[src/rtl/skt_pkg.sv]
// Shared types and codes for the sorted key table block.
package skt_pkg;

   typedef enum logic [1:0] {
      FUNC_INSERT = 2'd0,
      FUNC_REMOVE = 2'd1,
      FUNC_RANGE  = 2'd2,
      FUNC_OPEN   = 2'd3
   } func_type;

   typedef enum logic [1:0] {
      ST_DONE = 2'd0,
      ST_FULL = 2'd1,
      ST_NONE = 2'd2
   } status_type;

   typedef enum logic [1:0] {
      ENG_IDLE,
      ENG_SCAN,
      ENG_WRITE,
      ENG_FINISH
   } state_type;

   localparam int unsigned KEY_W   = 32;
   localparam int unsigned TAG_W   = 16;
   localparam int unsigned COUNT_W = 6;

   typedef struct packed {
      func_type           func;
      logic [KEY_W-1:0]   item_key;
      logic [TAG_W-1:0]   item_tag;
      logic [KEY_W-1:0]   from_key;
      logic [KEY_W-1:0]   to_key;
   } req_item_type;

   typedef struct packed {
      logic [TAG_W-1:0]   entry_tag;
      logic [KEY_W-1:0]   entry_key;
      logic               has_entry;
      logic [COUNT_W-1:0] match_count;
      logic               last;
      status_type         status;
   } rsp_item_type;

endpackage

[src/rtl/skt_ram.sv]
// Generic single-write, single-read RAM with a registered read port.
module skt_ram #(
   parameter int unsigned WIDTH = 48,
   parameter int unsigned DEPTH = 32
) (
   input  logic                     clock,
   input  logic                     wr_en,
   input  logic [$clog2(DEPTH)-1:0] wr_addr,
   input  logic [WIDTH-1:0]         wr_data,
   input  logic                     rd_en,
   input  logic [$clog2(DEPTH)-1:0] rd_addr,
   output logic [WIDTH-1:0]         rd_data
);

   logic [WIDTH-1:0] mem_ff [DEPTH];
   logic [WIDTH-1:0] rd_data_ff;

   always_ff @(posedge clock) begin
      if (wr_en) begin
         mem_ff[wr_addr] <= wr_data;
      end
      if (rd_en) begin
         rd_data_ff <= mem_ff[rd_addr];
      end
   end

   assign rd_data = rd_data_ff;

endmodule

[src/rtl/skt_engine.sv]
// Table sequencer: scans, shifts and compacts the entry RAM and builds results.
module skt_engine #(
   parameter int unsigned DEPTH    = 32,
   parameter int unsigned KEY_BITS = 32,
   parameter int unsigned TAG_BITS = 16,
   parameter int unsigned AW       = 5,
   parameter int unsigned CNW      = 6
) (
   input  logic                          clock,
   input  logic                          reset,
   input  logic                          req_valid,
   output logic                          req_ready,
   input  skt_pkg::req_item_type         req_item,
   input  logic                          out_free,
   output logic                          push_valid,
   output skt_pkg::rsp_item_type         push_item,
   output logic                          ram_we,
   output logic [AW-1:0]                 ram_waddr,
   output logic [TAG_BITS+KEY_BITS-1:0]  ram_wdata,
   output logic                          ram_re,
   output logic [AW-1:0]                 ram_raddr,
   input  logic [TAG_BITS+KEY_BITS-1:0]  ram_rdata
);

   localparam int unsigned CMPW = (KEY_BITS > skt_pkg::KEY_W) ? KEY_BITS : skt_pkg::KEY_W;

   skt_pkg::state_type state_ff, state_in;
   skt_pkg::func_type  op_ff, op_in;
   logic [CNW-1:0]      cnt_ff, cnt_in;
   logic [CNW-1:0]      rem_ff, rem_in;
   logic [CNW-1:0]      wr_ff, wr_in;
   logic [CNW-1:0]      mcnt_ff, mcnt_in;
   logic [AW-1:0]       ptr_ff, ptr_in;
   logic [AW-1:0]       ev_ptr_ff, ev_ptr_in;
   logic [AW-1:0]       pos_ff, pos_in;
   logic                rd_vld_ff, rd_vld_in;
   logic                pend_vld_ff, pend_vld_in;
   logic                full_ff, full_in;
   logic [KEY_BITS-1:0] key_ff, key_in;
   logic [TAG_BITS-1:0] tag_ff, tag_in;
   logic [skt_pkg::KEY_W-1:0] from_ff, from_in;
   logic [skt_pkg::KEY_W-1:0] to_ff, to_in;
   logic [KEY_BITS-1:0] pend_key_ff, pend_key_in;
   logic [TAG_BITS-1:0] pend_tag_ff, pend_tag_in;

   logic [KEY_BITS-1:0] rd_key;
   logic [TAG_BITS-1:0] rd_tag;
   logic                ins_shift;
   logic                rem_keep;
   logic                q_low;
   logic                q_high;
   logic                q_match;
   logic                is_query;
   logic                stall;
   logic                stop;
   logic                issue;
   logic                scan_end;
   logic [CNW-1:0]      removed;

   assign rd_key   = ram_rdata[KEY_BITS-1:0];
   assign rd_tag   = ram_rdata[KEY_BITS +: TAG_BITS];
   assign is_query = (op_ff == skt_pkg::FUNC_RANGE) || (op_ff == skt_pkg::FUNC_OPEN);
   assign ins_shift = rd_key >= key_ff;
   assign rem_keep  = rd_tag != tag_ff;
   assign q_low     = CMPW'(rd_key) < CMPW'(from_ff);
   assign q_high    = (op_ff == skt_pkg::FUNC_RANGE) && (CMPW'(rd_key) >= CMPW'(to_ff));
   assign q_match   = !q_low && !q_high;
   assign removed   = cnt_ff - wr_ff;

   // A query match pushes the previously held entry, so it waits on a full output.
   assign stall = rd_vld_ff && is_query && q_match && pend_vld_ff && !out_free;
   assign stop  = rd_vld_ff && (((op_ff == skt_pkg::FUNC_INSERT) && !ins_shift) ||
                                (is_query && !q_low && q_high));
   assign issue    = (state_ff == skt_pkg::ENG_SCAN) && !stall && !stop && (rem_ff != '0);
   assign scan_end = stop || (!rd_vld_ff && (rem_ff == '0));

   always_comb begin
      state_in = state_ff;
      unique case (state_ff)
         skt_pkg::ENG_IDLE: begin
            if (req_valid) begin
               if ((req_item.func == skt_pkg::FUNC_INSERT) && (cnt_ff == CNW'(DEPTH))) begin
                  state_in = skt_pkg::ENG_FINISH;
               end else begin
                  state_in = skt_pkg::ENG_SCAN;
               end
            end
         end
         skt_pkg::ENG_SCAN: begin
            if (scan_end) begin
               state_in = (op_ff == skt_pkg::FUNC_INSERT) ? skt_pkg::ENG_WRITE
                                                           : skt_pkg::ENG_FINISH;
            end
         end
         skt_pkg::ENG_WRITE: begin
            state_in = skt_pkg::ENG_FINISH;
         end
         skt_pkg::ENG_FINISH: begin
            if (out_free) begin
               state_in = skt_pkg::ENG_IDLE;
            end
         end
         default: begin
            state_in = skt_pkg::ENG_IDLE;
         end
      endcase
   end

   always_comb begin
      op_in       = op_ff;
      cnt_in      = cnt_ff;
      rem_in      = rem_ff;
      wr_in       = wr_ff;
      mcnt_in     = mcnt_ff;
      ptr_in      = ptr_ff;
      ev_ptr_in   = ev_ptr_ff;
      pos_in      = pos_ff;
      rd_vld_in   = rd_vld_ff;
      pend_vld_in = pend_vld_ff;
      full_in     = full_ff;
      key_in      = key_ff;
      tag_in      = tag_ff;
      from_in     = from_ff;
      to_in       = to_ff;
      pend_key_in = pend_key_ff;
      pend_tag_in = pend_tag_ff;
      req_ready   = 1'b0;
      push_valid  = 1'b0;
      push_item   = '0;
      ram_we      = 1'b0;
      ram_waddr   = '0;
      ram_wdata   = '0;
      ram_re      = 1'b0;
      ram_raddr   = ptr_ff;

      unique case (state_ff)
         skt_pkg::ENG_IDLE: begin
            req_ready = 1'b1;
            if (req_valid) begin
               op_in       = req_item.func;
               key_in      = KEY_BITS'(req_item.item_key);
               tag_in      = TAG_BITS'(req_item.item_tag);
               from_in     = req_item.from_key;
               to_in       = req_item.to_key;
               full_in     = (req_item.func == skt_pkg::FUNC_INSERT) &&
                             (cnt_ff == CNW'(DEPTH));
               rem_in      = cnt_ff;
               ptr_in      = (req_item.func == skt_pkg::FUNC_INSERT) ?
                             AW'(cnt_ff - CNW'(1)) : '0;
               rd_vld_in   = 1'b0;
               pos_in      = '0;
               wr_in       = '0;
               mcnt_in     = '0;
               pend_vld_in = 1'b0;
            end
         end
         skt_pkg::ENG_SCAN: begin
            if (rd_vld_ff && !stall) begin
               unique case (op_ff) inside
                  skt_pkg::FUNC_INSERT: begin
                     // Insert walks down from the top, moving each key not smaller than the new key up one slot.
                     if (ins_shift) begin
                        ram_we    = 1'b1;
                        ram_waddr = ev_ptr_ff + AW'(1);
                        ram_wdata = ram_rdata;
                     end else begin
                        pos_in = ev_ptr_ff + AW'(1);
                     end
                  end
                  skt_pkg::FUNC_REMOVE: begin
                     if (rem_keep) begin
                        ram_we    = 1'b1;
                        ram_waddr = AW'(wr_ff);
                        ram_wdata = ram_rdata;
                        wr_in     = wr_ff + CNW'(1);
                     end
                  end
                  skt_pkg::FUNC_RANGE, skt_pkg::FUNC_OPEN: begin
                     if (q_match) begin
                        if (pend_vld_ff) begin
                           push_valid            = 1'b1;
                           push_item.entry_tag   = skt_pkg::TAG_W'(pend_tag_ff);
                           push_item.entry_key   = skt_pkg::KEY_W'(pend_key_ff);
                           push_item.has_entry   = 1'b1;
                           push_item.status      = skt_pkg::ST_DONE;
                        end
                        pend_vld_in = 1'b1;
                        pend_key_in = rd_key;
                        pend_tag_in = rd_tag;
                        mcnt_in     = mcnt_ff + CNW'(1);
                     end
                  end
                  default: begin
                  end
               endcase
            end
            if (issue) begin
               ram_re    = 1'b1;
               ram_raddr = ptr_ff;
               ev_ptr_in = ptr_ff;
               ptr_in    = (op_ff == skt_pkg::FUNC_INSERT) ? ptr_ff - AW'(1)
                                                          : ptr_ff + AW'(1);
               rem_in    = rem_ff - CNW'(1);
               rd_vld_in = 1'b1;
            end else if (!stall) begin
               rd_vld_in = 1'b0;
            end
         end
         skt_pkg::ENG_WRITE: begin
            ram_we    = 1'b1;
            ram_waddr = pos_ff;
            ram_wdata = {tag_ff, key_ff};
            cnt_in    = cnt_ff + CNW'(1);
         end
         skt_pkg::ENG_FINISH: begin
            if (out_free) begin
               push_valid     = 1'b1;
               push_item.last = 1'b1;
               unique case (op_ff) inside
                  skt_pkg::FUNC_INSERT: begin
                     if (full_ff) begin
                        push_item.status = skt_pkg::ST_FULL;
                     end else begin
                        push_item.entry_tag   = skt_pkg::TAG_W'(tag_ff);
                        push_item.entry_key   = skt_pkg::KEY_W'(key_ff);
                        push_item.has_entry   = 1'b1;
                        push_item.match_count = skt_pkg::COUNT_W'(1);
                        push_item.status      = skt_pkg::ST_DONE;
                     end
                  end
                  skt_pkg::FUNC_REMOVE: begin
                     cnt_in                = wr_ff;
                     push_item.match_count = skt_pkg::COUNT_W'(removed);
                     push_item.status      = (removed != '0) ? skt_pkg::ST_DONE
                                                             : skt_pkg::ST_NONE;
                  end
                  skt_pkg::FUNC_RANGE, skt_pkg::FUNC_OPEN: begin
                     if (pend_vld_ff) begin
                        push_item.entry_tag   = skt_pkg::TAG_W'(pend_tag_ff);
                        push_item.entry_key   = skt_pkg::KEY_W'(pend_key_ff);
                        push_item.has_entry   = 1'b1;
                        push_item.match_count = skt_pkg::COUNT_W'(mcnt_ff);
                        push_item.status      = skt_pkg::ST_DONE;
                     end else begin
                        push_item.status = skt_pkg::ST_NONE;
                     end
                  end
                  default: begin
                  end
               endcase
            end
         end
         default: begin
         end
      endcase
   end

   always_ff @(posedge clock) begin
      if (reset) begin
         state_ff    <= skt_pkg::ENG_IDLE;
         cnt_ff      <= '0;
         rd_vld_ff   <= 1'b0;
         pend_vld_ff <= 1'b0;
      end else begin
         state_ff    <= state_in;
         cnt_ff      <= cnt_in;
         rd_vld_ff   <= rd_vld_in;
         pend_vld_ff <= pend_vld_in;
      end
   end

   always_ff @(posedge clock) begin
      op_ff       <= op_in;
      rem_ff      <= rem_in;
      wr_ff       <= wr_in;
      mcnt_ff     <= mcnt_in;
      ptr_ff      <= ptr_in;
      ev_ptr_ff   <= ev_ptr_in;
      pos_ff      <= pos_in;
      full_ff     <= full_in;
      key_ff      <= key_in;
      tag_ff      <= tag_in;
      from_ff     <= from_in;
      to_ff       <= to_in;
      pend_key_ff <= pend_key_in;
      pend_tag_ff <= pend_tag_in;
   end

   // The scan never reads an entry in the cycle it is being rewritten.
   a_no_rw_collision: assert property (@(posedge clock) disable iff (reset)
      (ram_we && ram_re) |-> (ram_waddr != ram_raddr))
      else $error("RAM read and write hit the same entry");

   a_count_bound: assert property (@(posedge clock) disable iff (reset)
      cnt_ff <= CNW'(DEPTH))
      else $error("entry count exceeds table depth");

   a_push_has_room: assert property (@(posedge clock) disable iff (reset)
      push_valid |-> out_free)
      else $error("result pushed into a full output register");

   a_read_from_scan: assert property (@(posedge clock) disable iff (reset)
      rd_vld_ff |-> $past(state_ff == skt_pkg::ENG_SCAN))
      else $error("read data pending outside a scan");

   a_idle_no_write: assert property (@(posedge clock) disable iff (reset)
      (state_ff == skt_pkg::ENG_IDLE) |-> !ram_we)
      else $error("table written while idle");

endmodule

[src/rtl/sorted_key_table_range_query.sv]
// Sorted key table top level: stream ports, entry RAM, sequencer and result register.
// A transaction steps through acceptance, a scan of pipelined RAM reads over the entries, use
// of the last read and the close of the scan, a write for an insert, and the load of the final
// result; an insert into a full table goes from acceptance straight to the final result.
// The single RAM port pair paces the scan; query results stream out during the scan.
// Reset empties the table by clearing the entry count; no clearing pass.
module sorted_key_table_range_query #(
   parameter int unsigned DEPTH    = 32,
   parameter int unsigned KEY_BITS = 32,
   parameter int unsigned TAG_BITS = 16
) (
   input  logic         clock,
   input  logic         reset,
   input  logic         req_tvalid,
   output logic         req_tready,
   input  logic [111:0] req_tdata,  // item_key[31:0], item_tag[47:32], from_key[79:48], to_key[111:80]
   input  logic [1:0]   req_tuser,  // func[1:0]
   output logic         rsp_tvalid,
   input  logic         rsp_tready,
   output logic [55:0]  rsp_tdata,  // entry_tag[15:0], entry_key[47:16], match_count[53:48], zero pad
   output logic [2:0]   rsp_tuser,  // has_entry[0], status[2:1]
   output logic         rsp_tlast   // last
);

   localparam int unsigned AW  = $clog2(DEPTH);
   localparam int unsigned CNW = $clog2(DEPTH + 1);
   localparam int unsigned EW  = TAG_BITS + KEY_BITS;

   skt_pkg::req_item_type req_item;
   skt_pkg::rsp_item_type push_item;
   skt_pkg::rsp_item_type rsp_item_ff, rsp_item_in;
   logic                  rsp_vld_ff, rsp_vld_in;
   logic                  push_valid;
   logic                  out_free;
   logic                  ram_we;
   logic [AW-1:0]         ram_waddr;
   logic [EW-1:0]         ram_wdata;
   logic                  ram_re;
   logic [AW-1:0]         ram_raddr;
   logic [EW-1:0]         ram_rdata;

   always_comb begin
      req_item.func     = skt_pkg::func_type'(req_tuser);
      req_item.item_key = req_tdata[31:0];
      req_item.item_tag = req_tdata[47:32];
      req_item.from_key = req_tdata[79:48];
      req_item.to_key   = req_tdata[111:80];
   end

   skt_ram #(
      .WIDTH (EW),
      .DEPTH (DEPTH)
   ) u_ram (
      .clock   (clock),
      .wr_en   (ram_we),
      .wr_addr (ram_waddr),
      .wr_data (ram_wdata),
      .rd_en   (ram_re),
      .rd_addr (ram_raddr),
      .rd_data (ram_rdata)
   );

   skt_engine #(
      .DEPTH    (DEPTH),
      .KEY_BITS (KEY_BITS),
      .TAG_BITS (TAG_BITS),
      .AW       (AW),
      .CNW      (CNW)
   ) u_engine (
      .clock      (clock),
      .reset      (reset),
      .req_valid  (req_tvalid),
      .req_ready  (req_tready),
      .req_item   (req_item),
      .out_free   (out_free),
      .push_valid (push_valid),
      .push_item  (push_item),
      .ram_we     (ram_we),
      .ram_waddr  (ram_waddr),
      .ram_wdata  (ram_wdata),
      .ram_re     (ram_re),
      .ram_raddr  (ram_raddr),
      .ram_rdata  (ram_rdata)
   );

   // The result register takes a new result whenever the current one is empty or leaving.
   assign out_free = !rsp_vld_ff || rsp_tready;

   always_comb begin
      rsp_vld_in  = rsp_vld_ff;
      rsp_item_in = rsp_item_ff;
      if (push_valid) begin
         rsp_vld_in  = 1'b1;
         rsp_item_in = push_item;
      end else if (rsp_tready) begin
         rsp_vld_in = 1'b0;
      end
   end

   always_ff @(posedge clock) begin
      if (reset) begin
         rsp_vld_ff <= 1'b0;
      end else begin
         rsp_vld_ff <= rsp_vld_in;
      end
   end

   always_ff @(posedge clock) begin
      rsp_item_ff <= rsp_item_in;
   end

   assign rsp_tvalid = rsp_vld_ff;
   assign rsp_tdata  = {2'b00, rsp_item_ff.match_count, rsp_item_ff.entry_key,
                        rsp_item_ff.entry_tag};
   assign rsp_tuser  = {rsp_item_ff.status, rsp_item_ff.has_entry};
   assign rsp_tlast  = rsp_item_ff.last;

endmodule
[config.mk]
export PLATFORM = sky130hd
export DESIGN_NAME = sorted_key_table_range_query
export DESIGN_NICKNAME = d
export VERILOG_FILES = /design/src/rtl/skt_pkg.sv /design/src/rtl/skt_ram.sv /design/src/rtl/skt_engine.sv /design/src/rtl/sorted_key_table_range_query.sv
export SDC_FILE = /design/constraint.sdc
export NUM_CORES = 2
export LEC_CHECK = 0
export BUFFER_PORTS_ARGS = -buffer_cell sky130_fd_sc_hd__buf_2
export CELL_PAD_IN_SITES_DETAIL_PLACEMENT = 0
export CELL_PAD_IN_SITES_GLOBAL_PLACEMENT = 1
export CORE_ASPECT_RATIO = 0.5
export CORE_UTILIZATION = 30
export CTS_CLUSTER_SIZE = 10
export DETAILED_ROUTE_END_ITERATION = 8
export PLACE_DENSITY_LB_ADDON = 0.1
export SYNTH_ARGS = -nofsm -noshare
export SYNTH_HDL_FRONTEND = slang
export SYNTH_SLANG_ARGS = --single-unit
[constraint.sdc]
create_clock -name clock -period 5.7 [get_ports clock]
set_input_delay 1.14 -clock clock [delete_from_list [all_inputs] [get_ports clock]]
set_output_delay 1.14 -clock clock [all_outputs]
set_load 0.005 [all_outputs]
Yosys cells after proc, flatten, opt, wreduce, memory -nomap -nowiden
Memories as Yosys holds them, arrays and structs flattened. A register that Yosys moved wholly into a read port is not among the register bits.
Index checks and enable logic that the tools add are counted.
{ "totals": {"mem_bits_rw": 1536, "in_bits": 118, "output_inout_bits": 62, "memories": 1, "ff_bits": 265} }
{ "memory_table": {"columns": ["name", "depth", "word_bits", "read_ports", "rd_clocked_by_memory_dff", "write_ports", "line", "rtl"], "rows": [
  ["u_ram.mem_ff", 32, 48, 1, 1, 1, "skt_ram.sv:15", "logic [WIDTH-1:0] mem_ff [DEPTH];"]
]} }
{ "classes": {"n_mux": 81, "n_addsub": 9, "n_eq_ne": 21, "n_reduce_logical": 49, "n_lt_le_gt_ge": 3} }
{ "ops": {"columns": ["cell", "n"], "rows": [
  ["49-bit 2-to-1 mux", 4],
  ["49-bit one-hot mux with 2 select lines", 2],
  ["48-bit one-hot mux with 2 select lines", 2],
  ["48-bit 2-to-1 mux", 3],
  ["55-bit 2-to-1 mux", 2],
  ["6-bit 2-to-1 mux", 11],
  ["32-bit greater-or-equal comparator", 2],
  ["58-bit 2-to-1 mux", 1],
  ["5-bit 2-to-1 mux", 11],
  ["6-bit one-hot mux with 2 select lines", 4],
  ["5-bit one-hot mux with 2 select lines", 4],
  ["32-bit less-than comparator", 1],
  ["1-bit 2-to-1 mux", 23],
  ["6-bit by 1-bit adder with 6-bit output (second input constant)", 3],
  ["6-bit one-hot mux with 3 select lines", 1],
  ["1-bit logical AND", 16],
  ["16-bit != test", 1],
  ["5-bit AND reduction", 3],
  ["2-bit 2-to-1 mux", 6],
  ["2-bit by 1-bit != test with 1-bit output (second input constant)", 6],
  ["2-bit != test (second input constant)", 6],
  ["3-bit AND reduction", 4],
  ["6-bit nonzero test", 2],
  ["5-bit by 1-bit adder with 5-bit output (second input constant)", 2],
  ["18 further kinds", 43]
]} }

Longest topological paths before layout
{ "logic_depth": {"word_depth": 13, "mapped_depth": 12, "mapped_depth_nobuf": 10} }

Hierarchy
From an unflattened synthesis, not the netlist that was laid out.
{ "hier_totals": {"hier_cells": 4464, "hier_area_um2": 74536.5} }
{ "by_module_without_submodules": {"columns": ["module", "area_per_inst_um2", "n_inst", "cells_each", "seq_area_each_um2"], "rows": [
  ["skt_ram", 61205.0, 1, 3364, 47565.6],
  ["skt_engine", 11524.8, 1, 1035, 6085.8],
  ["sorted_key_table_range_query", 1806.7, 1, 65, 1761.7]
]} }

Least setup slack after synthesis
Ideal clock, no wire load.
{ "synth_timing": {"path_kind": "flip-flop to flip-flop", "startpoint": "reg u_ram.rd_data_ff[0] (netlist: u_ram.rd_data[0]), read port of u_ram.mem_ff", "endpoint": "reg u_engine.pend_key_ff[0] (enable)", "period_less_slack_ns": 5.754, "stages_incl_launch_ff": 10, "arrival_ns": 5.241, "path_buffers": 0, "setup_slack_ns": -0.054, "path_cell_list": "edfxtp_1 -> inv_1 -> ha_1 -> nand2b_1 -> a2111oi_0 -> nand3b_1 -> o211ai_1 -> a211oi_1 -> nand2b_1 -> nor3_1"} }
{ "synth_via": {"elab_chain_len": 10, "elab_cells_between_ends": 12} }
{ "synth_rtl": {"columns": ["element", "line", "rtl"], "rows": [
  ["start: declaration", "skt_ram.sv:16", "logic [WIDTH-1:0] rd_data_ff;"],
  ["32-bit greater-or-equal comparator", "skt_engine.sv:66", "assign q_high = (op_ff == skt_pkg::FUNC_RANGE) && (CMPW'(rd_key) >= CMPW'(to_ff));"],
  ["1-bit logical AND", "skt_engine.sv:66", null],
  ["1-bit zero test", "skt_engine.sv:67", "assign q_match = !q_low && !q_high;"],
  ["1-bit logical AND *", "skt_engine.sv:67", null],
  ["1-bit logical AND (3 in a row)", "skt_engine.sv:71", "assign stall = rd_vld_ff && is_query && q_match && pend_vld_ff && !out_free;"],
  ["1-bit zero test", "skt_engine.sv:158", "if (rd_vld_ff && !stall) begin"],
  ["1-bit logical AND", "skt_engine.sv:158", null],
  ["4-bit AND reduction (no line) *", null, null],
  ["end signal: assignment", "skt_engine.sv:285", "pend_key_ff <= pend_key_in;"],
  ["end: declaration", "skt_engine.sv:43", "logic [KEY_BITS-1:0] pend_key_ff, pend_key_in;"]
]} }
Every way passes the cells marked *; elsewhere a longest branch is shown, timed or not.
A chain may end at the register's enable or synchronous reset.

Worst setup path in the final report
{ "layout_timing": {"startpoint": "reg u_ram.rd_data_ff[9] (netlist: u_ram.rd_data[9]), read port of u_ram.mem_ff", "endpoint": "mem u_ram.mem_ff[10][34], data pin"} }
{ "layout_via": {"elab_chain_len": 11, "elab_cells_between_ends": 16} }
{ "layout_rtl": {"columns": ["element", "line", "rtl"], "rows": [
  ["32-bit greater-or-equal comparator", "skt_engine.sv:66", null],
  ["1-bit logical AND", "skt_engine.sv:66", null],
  ["1-bit zero test", "skt_engine.sv:67", null],
  ["1-bit logical AND", "skt_engine.sv:67", null],
  ["1-bit logical AND (3 in a row)", "skt_engine.sv:71", null],
  ["1-bit zero test", "skt_engine.sv:158", null],
  ["1-bit logical AND", "skt_engine.sv:158", null],
  ["48-bit 2-to-1 mux *", "skt_engine.sv:158", null],
  ["48-bit one-hot mux with 2 select lines *", "skt_engine.sv:136", "unique case (state_ff)"],
  ["net ram_wdata[34]", "sorted_key_table_range_query.sv:37", "logic [EW-1:0] ram_wdata;"],
  ["end: declaration", "skt_ram.sv:15", null]
]} }
Mark *: on every way through the listed nets, which the timed path passes. The rest lies on a longest branch.

==> run_results.csv <==
group,metric,value,unit
grt,grt_pass1_vias,37300,
cells_and_area,seq_area,55400,um^2
sta,fin_skew,59.3,ps
cells_and_area,fin_cells,7082,
placed_design,dp_cells,6810,
clock_network,htree_levels,4,
placed_design,post-dp-hpwl,134000,um
setup_path,end_kind,"flip-flop",
floorplanning,die_y,351,um
pwr,leakage,0.0271,uW
synthesis,synth_edf_count,1838,
setup_path,cp.required,6270,ps
hold_path,min_from,"req_tdata[10]",
grt,top_usage_layer,"met1",
pwr,ir_drop,0.415,mV
cells_and_area,utilization,35.4,%
run_status,status,"complete, no violations",
sta,finalSetupViolations,0,
cells_and_area,fill_cells,22200,
setup_path,crit_path_start_kind,"flip-flop",
grt,grt_max_degree,87,
sta,finalCritPeriodShare,83.6,%
floorplanning,die_area,245000,um^2
sta,slew_violations,0,
sta,fmax,210,MHz
floorplanning,initial_core_util,30.3,%
synthesis,synth.top_cell.area_share,75.6,%
cells_and_area,drive_above_1_share,30.8,%
hold_path,worstHoldEndpoint,"u_engine.key_ff[10]$_DFFE_PP_",
grt,grt_pass1_wl,311000,um
routing,drtIter0Drc,3669,
grt,grtUsageMet2,26.1,%
clock_network,hold_buffers,0,
synthesis,synth.yosys.seq_area_share,75.9,%
setup_path,worst-setup-path-type,"flip-flop to flip-flop",
grt,grt.total_usage,18.3,%
floorplanning,io_pins,180,
placed_design,placed_area,79500,um^2
setup_path,arrival,5340,ps
sta,rsz0062_at_grt,"false",
routing,antenna_left,0,
placed_design,routabilityCongestion,0.749,
cells_and_area,multi_input_area,16900,um^2
floorplanning,core_area,241000,um^2
routing,drc,0,
cells_and_area,syn2layout_area_growth,16.8,%
floorplanning,rows,127,
synthesis,yosysMostFrequentCell,"edfxtp_1",
sta,worst_pin_slew,1340,ps
clock_network,cts_root_buf,"clkbuf_16",
clock_network,cts_sinks,1849,
sta,max_slew_margin,10.9,%
cells_and_area,postLayoutCellArea,85200,um^2
job,drv_cap,0,
synthesis,yosys-top-cells-count,"1838 x edfxtp_1, 480 x mux4_2, 188 x nor2_1",
setup_path,cp_max_fo,25,
grt,grt.overflow.total,0,
synthesis,syn_inst,3398,
sta,whs,486,ps
clock_network,cts_buffer_depth,4,
synthesis,ys_warn_count,0,
hold_path,hold_class,"primary input to flip-flop",
clock_network,ctsResizeCount,0,
routing,firstDrtPassIters,5,
setup_path,rr_worst_depth,11,
placed_design,portBuffers,177,
clock_network,path_clk_slew,60,ps
routing,viasPerCell,5.14,
hold_path,worstHoldPathCells,1,
clock_network,cts_setup_buffers,0,
grt,grtUsageMet1,28.3,%
floorplanning,dieWidth,699,um
clock_network,cts_tree,"built",
grt,use_met3,4.35,%
synthesis,avgSynthCellArea,21.5,um^2
synthesis,syn-cell-area,73000,um^2
setup_path,r2r_end,"u_ram.mem_ff[10][34]$_DFFE_PP_",
routing,routedWlPerCell,32.0,um
synthesis,ys_seq_elements,1849,
clock_network,clock_latency,850,ps
routing,vias,36400,
pwr,cellPowerDensity,484,nW/um^2
synthesis,synth_flop_cell,"edfxtp_1",
sta,tns,0,ps
sta,finalHoldViolCount,0,
synthesis,ys_types,72,
cells_and_area,nNetsFinal,4037,
routing,routed_wl,227000,um
setup_path,ff2ff_setup_slack,930,ps
synthesis,synth_area_leaders,"edfxtp_1 76%, mux4_2 15%, ha_1 2.0%",
grt,antenna_found_initial,20,
synthesis,ys_async_sr_fraction,0,%
sta,post-route-min-period,4770,ps
synthesis,synth_top_cell_by_area,"edfxtp_1",
setup_path,rr_startpoint,"u_ram.rd_data[9]$_DFFE_PP_",
clock_network,cts_buffers,213,
-- logic make-up after synthesis --
logic type	synth area share, %
flip-flops	75.9
AO/OA/AOI/OAI	2.47
XOR/XNOR	0.516
buffers and inverters	1.47
other	0.00514
adder cells (fa/ha/maj)	2.01
multiplexers	15.6
AND/OR/NAND/NOR	2.00
-- power by group --
group / switching [uW] / leakage [uW] / internal (uW) / total (uW)
sequential: 635 / 0.0169 / 16400 / 17000
combinational: 7520 / 0.00743 / 4840 / 12400
clock: 5160 / 0.00273 / 6710 / 11900
total: 13300 / 0.0271 / 28000 / 41300
-- cells in the final DEF (no fill, tap or decap), drive strengths merged, types with 4 or more instances in the layout --
cell,n
clkinv,5
nand2,39
a21oi,51
nor2b,5
nand3,15
dfxtp,11
inv,119
o22ai,8
a211oi,8
ha,114
buf,351
diode,17
nand4,18
clkbuf,246
mux4,480
and3,6
and2,8
xor2,11
and4,4
a21o,15
edfxtp,1838
a221oi,5
a22oi,106
xnor2,32
o21ai,23
a22o,5
nor2,188
o21a,6
nand3b,4
mux2,48
nor3,14
-- critical path, cell delays in order (launching register included) --
cell	delay (ps)
edfxtp_1	480
ha_1	360
a21o_1	160
a21o_1	190
a2111oi_4	380
o21ai_2	180
and3_1	240
o311a_2	610
buf_4	310
a22oi_1	1010
nor2_2	290
buf_8	270
-- registers in the layout, summed over array words and instances, names as in the netlist, 2 cells and up --
register / flops
u_ram.rd_data: 48
u_engine.cnt_ff: 6
u_ram.mem_ff: 1536
u_engine.pos_ff: 5
u_engine.pend_tag_ff: 16
u_engine.from_ff: 32
u_engine.state_ff: 2
u_engine.to_ff: 32
u_engine.op_ff: 2
u_engine.tag_ff: 16
rsp_tuser: 3
u_engine.mcnt_ff: 6
u_engine.ptr_ff: 5
u_engine.key_ff: 32
u_engine.wr_ff: 6
u_engine.rem_ff: 6
rsp_tdata: 54
u_engine.ev_ptr_ff: 5
u_engine.pend_key_ff: 32
-- metrics by stage --
step                      power (uW)  setup WS [ps]
after floorplan                24300            628
after global placement         29800            761
after detailed placement       29800            742
after CTS                      41800            804
after global routing           43000            638
final                          41300            933
-- area by class of cell --
class	count	share of cell area [%]
antenna	17	0.0499
clock buffer	246	6.49
clock inverter	6	0.0719
inverter	119	0.528
multi-input combinational	1269	19.8
sequential	1849	65.0
tap	3225	4.73
timing repair buffer	351	3.30
-- worst max-delay path by stage --
stage | from | to
2_1_floorplan | u_ram.rd_data[9]$_DFFE_PP_ | u_ram.mem_ff[17][0]$_DFFE_PP_
3_3_place_gp | u_ram.rd_data[7]$_DFFE_PP_ | u_ram.mem_ff[8][36]$_DFFE_PP_
3_5_place_dp | u_ram.rd_data[13]$_DFFE_PP_ | u_ram.mem_ff[30][36]$_DFFE_PP_
4_1_cts | u_ram.rd_data[7]$_DFFE_PP_ | u_ram.mem_ff[30][36]$_DFFE_PP_
5_1_grt | u_ram.rd_data[9]$_DFFE_PP_ | u_ram.mem_ff[19][32]$_DFFE_PP_
6_report | u_ram.rd_data[9]$_DFFE_PP_ | u_ram.mem_ff[10][34]$_DFFE_PP_
-- routing by layer --
metal | vias up | share of wire, %
met5 | - | 0.0053
met4 | 2 | 1.9
met3 | 288 | 7.0
met2 | 1071 | 42
met1 | 20100 | 49
li1 | 14900 | -
Note: power is estimated with default switching activity, not from simulation.
